===== src/rtl/rrts_pkg.sv =====
// ----------------------------------------------------------------------------
// rrts_pkg
// Shared types and constants for the round-robin task scheduler.
// ----------------------------------------------------------------------------
`default_nettype none

package rrts_pkg;

    localparam int MAX_TASKS_DEF = 8;
    localparam int OP_W          = 2;
    localparam int DELAY_W       = 32;
    localparam int STATUS_W      = 2;
    localparam int ID_OUT_W      = 3;
    localparam int CNT_OUT_W     = 4;

    typedef enum logic [OP_W-1:0] {
        OP_TICK      = 2'd0,
        OP_CREATE    = 2'd1,
        OP_SET_DELAY = 2'd2,
        OP_STATUS    = 2'd3
    } t_op;

    typedef enum logic [STATUS_W-1:0] {
        ST_OK   = 2'd0,
        ST_FULL = 2'd1,
        ST_NONE = 2'd2
    } t_status;

    typedef enum logic [2:0] {
        S_IDLE,
        S_EXEC,
        S_WALK,
        S_ROT,
        S_ROT_DONE,
        S_FIN_RD,
        S_OUT
    } t_state;

    // requests from the scheduler control to the ready queue
    typedef struct packed {
        logic push;
        logic pop;
    } t_q_ctrl;

endpackage

`default_nettype wire


===== src/rtl/round_robin_task_scheduler.sv =====
// ----------------------------------------------------------------------------
// round_robin_task_scheduler
// Task table with per-task delay counters and a round-robin ready queue.
// ----------------------------------------------------------------------------
// One command at a time: start is taken while busy is low, and exactly one
// result word follows, shown for a single cycle with o_valid; the receiver
// cannot stall it. Every command passes through S_EXEC, S_FIN_RD and S_OUT
// before busy drops; a tick with tasks goes from S_EXEC through S_WALK,
// S_ROT and S_ROT_DONE first: the delay counters sit in one memory and the
// tick walks the created ones one per cycle through its read and write
// ports, then rotates the ready queue and reads back the running task's
// counter.
`default_nettype none

module round_robin_task_scheduler
    import rrts_pkg::*;
#(
    parameter int MAX_TASKS = MAX_TASKS_DEF
) (
    input  wire logic                 i_clk,
    input  wire logic                 i_rst_n,
    input  wire logic                 start,
    output logic                      busy,
    input  wire logic [OP_W-1:0]      i_operation,
    input  wire logic [DELAY_W-1:0]   i_delay_value,
    output logic                      o_valid,
    output logic [STATUS_W-1:0]       o_status,
    output logic                      o_running_valid,
    output logic [ID_OUT_W-1:0]       o_running_id,
    output logic [DELAY_W-1:0]        o_running_delay,
    output logic [ID_OUT_W-1:0]       o_assigned_id,
    output logic [CNT_OUT_W-1:0]      o_task_count
);

    localparam int IW = (MAX_TASKS > 1) ? $clog2(MAX_TASKS) : 1;
    localparam int CW = $clog2(MAX_TASKS + 1);
    localparam int SW = CW + 1;

    t_state               r_state, n_state;
    t_op                  r_op, n_op;
    logic [DELAY_W-1:0]   r_dv, n_dv;
    logic                 r_running, n_running;
    logic [IW-1:0]        r_current, n_current;
    logic [CW-1:0]        r_created, n_created;
    logic [CW-1:0]        r_idx, n_idx;
    logic                 r_wb_vld, n_wb_vld;
    logic [IW-1:0]        r_wb_idx, n_wb_idx;
    logic                 r_rot_pend, n_rot_pend;
    t_status              r_status, n_status;
    logic [IW-1:0]        r_assigned, n_assigned;

    // delay counter memory
    logic [DELAY_W-1:0]   d_mem [MAX_TASKS];
    logic [DELAY_W-1:0]   r_dly_rd;
    logic                 d_we;
    logic [IW-1:0]        d_waddr;
    logic [DELAY_W-1:0]   d_wdata;
    logic                 d_re;
    logic [IW-1:0]        d_raddr;

    t_q_ctrl              q_ctrl;
    logic [IW-1:0]        q_push_id;
    logic [IW-1:0]        q_pop_id;
    logic [CW-1:0]        q_fill;

    rrts_ready_queue #(
        .MAX_TASKS (MAX_TASKS)
    ) u_queue (
        .i_clk     (i_clk),
        .i_rst_n   (i_rst_n),
        .i_ctrl    (q_ctrl),
        .i_push_id (q_push_id),
        .o_pop_id  (q_pop_id),
        .o_fill    (q_fill)
    );

    always_comb begin
        n_state    = r_state;
        n_op       = r_op;
        n_dv       = r_dv;
        n_running  = r_running;
        n_current  = r_current;
        n_created  = r_created;
        n_idx      = r_idx;
        n_wb_vld   = r_wb_vld;
        n_wb_idx   = r_wb_idx;
        n_rot_pend = r_rot_pend;
        n_status   = r_status;
        n_assigned = r_assigned;
        d_we       = 1'b0;
        d_waddr    = r_current;
        d_wdata    = '0;
        d_re       = 1'b0;
        d_raddr    = r_current;
        q_ctrl     = '0;
        q_push_id  = r_current;
        o_valid    = 1'b0;

        case (r_state)
            S_IDLE: begin
                if (start) begin
                    n_op    = t_op'(i_operation);
                    n_dv    = i_delay_value;
                    n_state = S_EXEC;
                end
            end
            S_EXEC: begin
                n_status   = ST_OK;
                n_assigned = '0;
                n_state    = S_FIN_RD;
                case (r_op)
                    OP_CREATE: begin
                        if (r_created >= CW'(MAX_TASKS)) begin
                            n_status = ST_FULL;
                        end else begin
                            d_we        = 1'b1;
                            d_waddr     = r_created[IW-1:0];
                            d_wdata     = '0;
                            q_ctrl.push = 1'b1;
                            q_push_id   = r_created[IW-1:0];
                            n_assigned  = r_created[IW-1:0];
                            n_created   = r_created + CW'(1);
                        end
                    end
                    OP_TICK: begin
                        if (r_created == '0) begin
                            n_status = ST_NONE;
                        end else begin
                            n_idx    = '0;
                            n_wb_vld = 1'b0;
                            n_state  = S_WALK;
                        end
                    end
                    OP_SET_DELAY: begin
                        if (!r_running) begin
                            n_status = ST_NONE;
                        end else begin
                            d_we    = 1'b1;
                            d_waddr = r_current;
                            d_wdata = r_dv;
                        end
                    end
                    default: begin
                    end
                endcase
            end
            S_WALK: begin
                // read entry idx while writing back the entry read in the previous cycle
                if (r_wb_vld) begin
                    d_we    = 1'b1;
                    d_waddr = r_wb_idx;
                    d_wdata = (r_dly_rd != '0) ? (r_dly_rd - DELAY_W'(1)) : '0;
                end
                if (r_idx < r_created) begin
                    d_re     = 1'b1;
                    d_raddr  = r_idx[IW-1:0];
                    n_wb_vld = 1'b1;
                    n_wb_idx = r_idx[IW-1:0];
                    n_idx    = r_idx + CW'(1);
                end else begin
                    n_wb_vld = 1'b0;
                    // leave only once the last write-back has landed
                    if (!r_wb_vld) begin
                        n_state = S_ROT;
                    end
                end
            end
            S_ROT: begin
                n_rot_pend = (q_fill != '0);
                if (q_fill != '0) begin
                    q_ctrl.pop  = 1'b1;
                    q_ctrl.push = r_running;
                    q_push_id   = r_current;
                end
                n_state = S_ROT_DONE;
            end
            S_ROT_DONE: begin
                if (r_rot_pend) begin
                    n_current = q_pop_id;
                    n_running = 1'b1;
                end
                n_state = S_FIN_RD;
            end
            S_FIN_RD: begin
                d_re    = 1'b1;
                d_raddr = r_current;
                n_state = S_OUT;
            end
            S_OUT: begin
                o_valid = 1'b1;
                n_state = S_IDLE;
            end
            default: begin
                n_state = S_IDLE;
            end
        endcase
    end

    always_ff @(posedge i_clk) begin
        if (!i_rst_n) begin
            r_state    <= S_IDLE;
            r_running  <= 1'b0;
            r_current  <= '0;
            r_created  <= '0;
            r_wb_vld   <= 1'b0;
            r_rot_pend <= 1'b0;
        end else begin
            r_state    <= n_state;
            r_running  <= n_running;
            r_current  <= n_current;
            r_created  <= n_created;
            r_wb_vld   <= n_wb_vld;
            r_rot_pend <= n_rot_pend;
        end
    end

    always_ff @(posedge i_clk) begin
        r_op       <= n_op;
        r_dv       <= n_dv;
        r_idx      <= n_idx;
        r_wb_idx   <= n_wb_idx;
        r_status   <= n_status;
        r_assigned <= n_assigned;
    end

    always_ff @(posedge i_clk) begin
        if (d_we) begin
            d_mem[d_waddr] <= d_wdata;
        end
        if (d_re) begin
            r_dly_rd <= d_mem[d_raddr];
        end
    end

    assign busy            = (r_state != S_IDLE);
    assign o_status        = r_status;
    assign o_running_valid = r_running;
    assign o_running_id    = r_running ? ID_OUT_W'(r_current) : '0;
    assign o_running_delay = r_running ? r_dly_rd : '0;
    assign o_assigned_id   = ID_OUT_W'(r_assigned);
    assign o_task_count    = CNT_OUT_W'(r_created);

`ifndef SYNTHESIS
    // every created task is either running or waiting in the queue
    a_task_accounting: assert property (@(posedge i_clk) disable iff (!i_rst_n)
        (r_state == S_IDLE) |->
            (SW'(q_fill) + SW'(r_running) == SW'(r_created)))
        else $error("task accounting broken");

    a_created_bound: assert property (@(posedge i_clk) disable iff (!i_rst_n)
        r_created <= CW'(MAX_TASKS))
        else $error("task count beyond table size");

    a_no_push_when_full: assert property (@(posedge i_clk) disable iff (!i_rst_n)
        (q_ctrl.push && !q_ctrl.pop) |-> (q_fill < CW'(MAX_TASKS)))
        else $error("push into full ready queue");

    a_walk_no_overlap: assert property (@(posedge i_clk) disable iff (!i_rst_n)
        (d_we && d_re) |-> (d_waddr != d_raddr))
        else $error("delay memory read and write collide");

    a_start_to_busy: assert property (@(posedge i_clk) disable iff (!i_rst_n)
        (start && !busy) |=> (busy && !o_valid))
        else $error("accepted command did not raise busy");
`endif

endmodule

`default_nettype wire


===== src/rtl/rrts_ready_queue.sv =====
// ----------------------------------------------------------------------------
// rrts_ready_queue
// Circular queue of ready task ids in a one-port-read, one-port-write
// memory. A pop and a push may happen in the same cycle.
// ----------------------------------------------------------------------------
`default_nettype none

module rrts_ready_queue
    import rrts_pkg::*;
#(
    parameter int MAX_TASKS = MAX_TASKS_DEF
) (
    input  wire logic                                    i_clk,
    input  wire logic                                    i_rst_n,
    input  wire t_q_ctrl                                 i_ctrl,
    input  wire logic [(MAX_TASKS > 1 ? $clog2(MAX_TASKS) : 1)-1:0] i_push_id,
    output logic      [(MAX_TASKS > 1 ? $clog2(MAX_TASKS) : 1)-1:0] o_pop_id,
    output logic      [$clog2(MAX_TASKS + 1)-1:0]        o_fill
);

    localparam int IW = (MAX_TASKS > 1) ? $clog2(MAX_TASKS) : 1;
    localparam int CW = $clog2(MAX_TASKS + 1);
    localparam int SW = CW + 1;

    logic [IW-1:0] mem [MAX_TASKS];
    logic [IW-1:0] r_rd;
    logic [IW-1:0] r_head;
    logic [IW-1:0] n_head;
    logic [CW-1:0] r_fill;
    logic [CW-1:0] n_fill;
    logic [SW-1:0] tail_sum;
    logic [SW-1:0] tail_wrap;
    logic [IW-1:0] tail_idx;

    // tail = (head + fill) mod depth, the sum stays below twice the depth
    always_comb begin
        tail_sum  = SW'(r_head) + SW'(r_fill);
        tail_wrap = (tail_sum >= SW'(MAX_TASKS)) ? (tail_sum - SW'(MAX_TASKS)) : tail_sum;
        tail_idx  = tail_wrap[IW-1:0];
    end

    always_comb begin
        n_head = r_head;
        n_fill = r_fill;
        if (i_ctrl.pop) begin
            n_head = (r_head == IW'(MAX_TASKS - 1)) ? '0 : (r_head + IW'(1));
        end
        if (i_ctrl.push && !i_ctrl.pop) begin
            n_fill = r_fill + CW'(1);
        end else if (!i_ctrl.push && i_ctrl.pop) begin
            n_fill = r_fill - CW'(1);
        end
    end

    always_ff @(posedge i_clk) begin
        if (!i_rst_n) begin
            r_head <= '0;
            r_fill <= '0;
        end else begin
            r_head <= n_head;
            r_fill <= n_fill;
        end
    end

    always_ff @(posedge i_clk) begin
        if (i_ctrl.push) begin
            mem[tail_idx] <= i_push_id;
        end
        if (i_ctrl.pop) begin
            r_rd <= mem[r_head];
        end
    end

    assign o_pop_id = r_rd;
    assign o_fill   = r_fill;

endmodule

`default_nettype wire

===== config.mk =====
export PLATFORM = sky130hd
export DESIGN_NAME = round_robin_task_scheduler
export DESIGN_NICKNAME = d
export VERILOG_FILES = /design/src/rtl/rrts_pkg.sv /design/src/rtl/round_robin_task_scheduler.sv /design/src/rtl/rrts_ready_queue.sv
export SDC_FILE = /design/constraint.sdc
export NUM_CORES = 1
export LEC_CHECK = 0
export BUFFER_PORTS_ARGS = -buffer_cell sky130_fd_sc_hd__buf_4
export CORE_MARGIN = 3
export CORE_UTILIZATION = 58
export CTS_BUF_LIST = sky130_fd_sc_hd__clkbuf_2
export DETAILED_ROUTE_END_ITERATION = 8
export PLACE_DENSITY = 0.72
export SLEW_MARGIN = 20
export SYNTH_ARGS = -nofsm -noshare
export SYNTH_HDL_FRONTEND = slang
export SYNTH_SLANG_ARGS = --single-unit

===== constraint.sdc =====
create_clock -name i_clk -period 10.3 [get_ports i_clk]
set_input_delay 1.545 -clock i_clk [delete_from_list [all_inputs] [get_ports i_clk]]
set_output_delay 1.545 -clock i_clk [all_outputs]
set_load 0.02 [all_outputs]

==> impl_metrics.csv <==
group,metric,value,unit
status,status,"finished clean",
die,core-area,27180,um^2
sta,hold_viol,0,
clocking,cts_hold_buf,0,
worst_setup_path,cp_max_fo,90,
global_route,grt_overflow_total,0,
power_and_ir_drop,p_total,0.002756,W
power_and_ir_drop,p_leak,6.327,nW
worst_setup_path,end_kind,"register",
clocking,cts_buffers,93,
placement,place_hpwl,19490,um
detailed_routing,routed_wl,33940,um
synthesis,synth_top_family_by_area,"simple AND/OR/NAND/NOR gates",
sta,fin_tns_setup,0,ps
synthesis,synth_xor_area_share,2.053,%
global_route,grt_max_degree,91,
worst_setup_path,path_class,"register to register",
clocking,cts_tree,"built",
global_route,first_global_vias,9672,
synthesis,synth_edf_count,361,
synthesis,synth_seq_cells,381,
synthesis,syn_area,16210,um^2
detailed_routing,drc,0,
worst_setup_path,required,10910,ps
synthesis,ys_async_sr_fraction,0,%
synthesis,avgSynthCellArea,14.80,um^2
sta,tightest_slew,1009,ps
synthesis,synth_ff_type,"edfxtp_1",
synthesis,ys_warn_count,0,
detailed_routing,detail-route-antenna-nets,0,
detailed_routing,avgViaCountPerCell,5.763,
sta,slew_headroom,31.32,%
global_route,grt_pass1_wl,52700,um
placement,dp_slack,5428,ps
sta,drv_slew,0,
die,ios,84,
synthesis,synthSimpleGateAreaFrac,9.526,%
clocking,cts_buffer_depth,3,
clocking,clk_transition_reported_paths,100,ps
clocking,htreeDepth,3,
sta,finalHoldWorstSlack,507.7,ps
sta,rsz0062_at_grt,"false",
die,die_area,29990,um^2
sta,fmax,201.1,MHz
cells_and_area,final_nets,1287,
clocking,clock_sinks,381,
sta,period_minus_slack,4972,ps
die,fp-row-count,60,
synthesis,seq_area_frac_synth,69.35,%
die,start_util,59.64,%
sta,fin_crit_sh,48.27,%
power_and_ir_drop,powerDensity,153.2,nW/um^2
cells_and_area,syn_to_final_growth,11.02,%
clocking,cts_resized,0,
synthesis,synth_compound_area_share,9.426,%
sta,setup_slack,5328,ps
detailed_routing,vias,9550,
die,die_y,173.2,um
synthesis,ys_types,62,
synthesis,syn_inst,1095,
worst_setup_path,rrSetupSlack,5330,ps
clocking,root_buffer,"clkbuf_2",
cells_and_area,post-route-util,66.21,%
power_and_ir_drop,ir_drop,79.51,uV
global_route,grt_usage,22.57,%
worst_setup_path,start_kind,"register",
global_route,antenna_found_initial,1,
cells_and_area,drive_gt1_share,22.82,%
sta,clock_skew,65.05,ps
die,die_w,173.2,um
clocking,worstSkewPairLatency,890,ps
synthesis,synth_nets,1152,
cells_and_area,n_fill_cell,1998,
detailed_routing,dr.pass1.iters,5,
run,max-cap-violations,0,
sta,finalSetupViolCount,0,
placement,place.gp.congestion,0.8215,
synthesis,synth.area.mux_share,5.851,%
worst_setup_path,critPathArrivalTime,5580,ps
placement,io_buffers,83,
detailed_routing,post_drt_wl_per_cell,20.48,um
synthesis,synthAdderAreaFrac,1.637,%
worst_hold_path,worst_hold_path_type,"register to register",
detailed_routing,dr.first_iter.drc_count,685,
clocking,post-cts-setup-buffers,0,
==> per-stage QoR <==
| step | area, um^2 | std cells |
|---|---|---|
| after detailed placement | 17230 | 1507 |
| after CTS | 17990 | 1656 |
| after global placement | 17230 | 1507 |
| after global routing | 17990 | 1657 |
| after floorplan | 16210 | 1095 |
| final | 17990 | 1657 |
==> cells in the final DEF, fill, tap and decap left out, types with 10 or more instances in the layout <==
cell / synthesis / routed
nand2_1: 53 / 53
ha_1: 18 / 18
o21ai_0: 39 / 38
nor2b_1: 15 / 15
edfxtp_1: 361 / 361
dfxtp_1: 20 / 20
xnor2_1: 19 / 19
a21o_1: 35 / 35
buf_4: 6 / 101
mux2i_1: 73 / 70
a21oi_1: 73 / 73
nor2_1: 31 / 23
nor3_1: 10 / 10
a221oi_1: 27 / 27
clkbuf_2: 3 / 133
a22oi_1: 34 / 34
nand2b_1: 70 / 70
clkinv_1: 0 / 11
and2_1: 45 / 45
xor2_1: 19 / 19
inv_1: 13 / 13
==> path summary, 6_finish.rpt <==
path / startpoint / endpoint / depth (start not counted)
max: o_task_count[2] / r_dly_rd[22] / 10
min: u_queue.o_fill[3] / u_queue.o_fill[3] / 2
max reg2reg: o_task_count[2] / r_dly_rd[22] / 10
min reg2reg: u_queue.o_fill[3] / u_queue.o_fill[3] / 2
==> where the power goes <==
part	switching [W]	leakage, nW	internal, W	total [W]
sequential	0.0000234	3.06	0.00171	0.00173
combinational	0.0000607	2.67	0.0000435	0.000104
clock	0.000558	0.596	0.000363	0.000921
==> synth_stat cells, types with 13 or more instances <==
cell | instances | area share (%)
nand2b_1 | 70 | 2.7
mux2i_1 | 73 | 4.5
a221oi_1 | 27 | 1.5
dfxtp_1 | 20 | 2.5
ha_1 | 18 | 1.4
o21ai_0 | 39 | 1.2
and2_1 | 45 | 1.7
nand2_1 | 53 | 1.2
a21o_1 | 35 | 1.6
xor2_1 | 19 | 1.0
a21oi_1 | 73 | 2.3
xnor2_1 | 19 | 1.0
nor2_1 | 31 | 0.72
clkbuf_1 | 33 | 0.76
nor2b_1 | 15 | 0.58
a22oi_1 | 34 | 1.6
edfxtp_1 | 361 | 67
inv_1 | 13 | 0.30
==> state kept, by name, summed over array words and instances, names as in the netlist <==
| signal | cells |
|---|---|
| r_wb_idx | 3 |
| o_task_count | 4 |
| r_op | 2 |
| u_queue.o_fill | 4 |
| o_status | 2 |
| o_running_valid | 1 |
| d_mem | 256 |
| r_dly_rd | 32 |
| r_state | 3 |
| r_idx | 4 |
| r_current | 3 |
| r_wb_vld | 1 |
| r_rot_pend | 1 |
| u_queue.r_head | 3 |
| r_dv | 32 |
| o_assigned_id | 3 |
| u_queue.o_pop_id | 3 |
| u_queue.mem | 24 |
==> per-layer routing <==
metal  track usage, %  wire length [um]  part of all wire, %  vias up
met3            4.370              2076                  6.1       53
met4            7.635               550                  1.6        0
met2            37.46             16800                   50      327
met5                0                 0                    0        -
li1                 -                 -                    -     4464
met1            30.29             14510                   43     4706
==> kinds of logic after synthesis <==
family          Yosys count
compound gates          228
xor+xnor                 38
fa+ha+maj                20
buf+inv                  74
flops                   381
mux                      86
simple gates            268
==> critical path: stages, from the launching register on <==
cell and delay, ps:
dfxtp_1 480, inv_1 110, ha_1 290, o211ai_1 140
o211ai_4 400, mux2i_4 900, buf_4 900, buf_4 760
mux2i_1 280, a221oi_1 100, a21o_1 200
==> cell type report <==
type                    count  area [um^2]  share of cell area [%]
diodes                      1        2.502                 0.01391
clock buffers             133        665.6                   3.699
clock inverters            16        91.34                  0.5076
inverters                  13        48.80                  0.2712
multi-input cells         640         4721                   26.24
flip-flops and latches    381        11240                   62.47
well taps                 372        465.4                   2.587
repair buffers            101        758.2                   4.214
(Power assumes the default switching activity.)
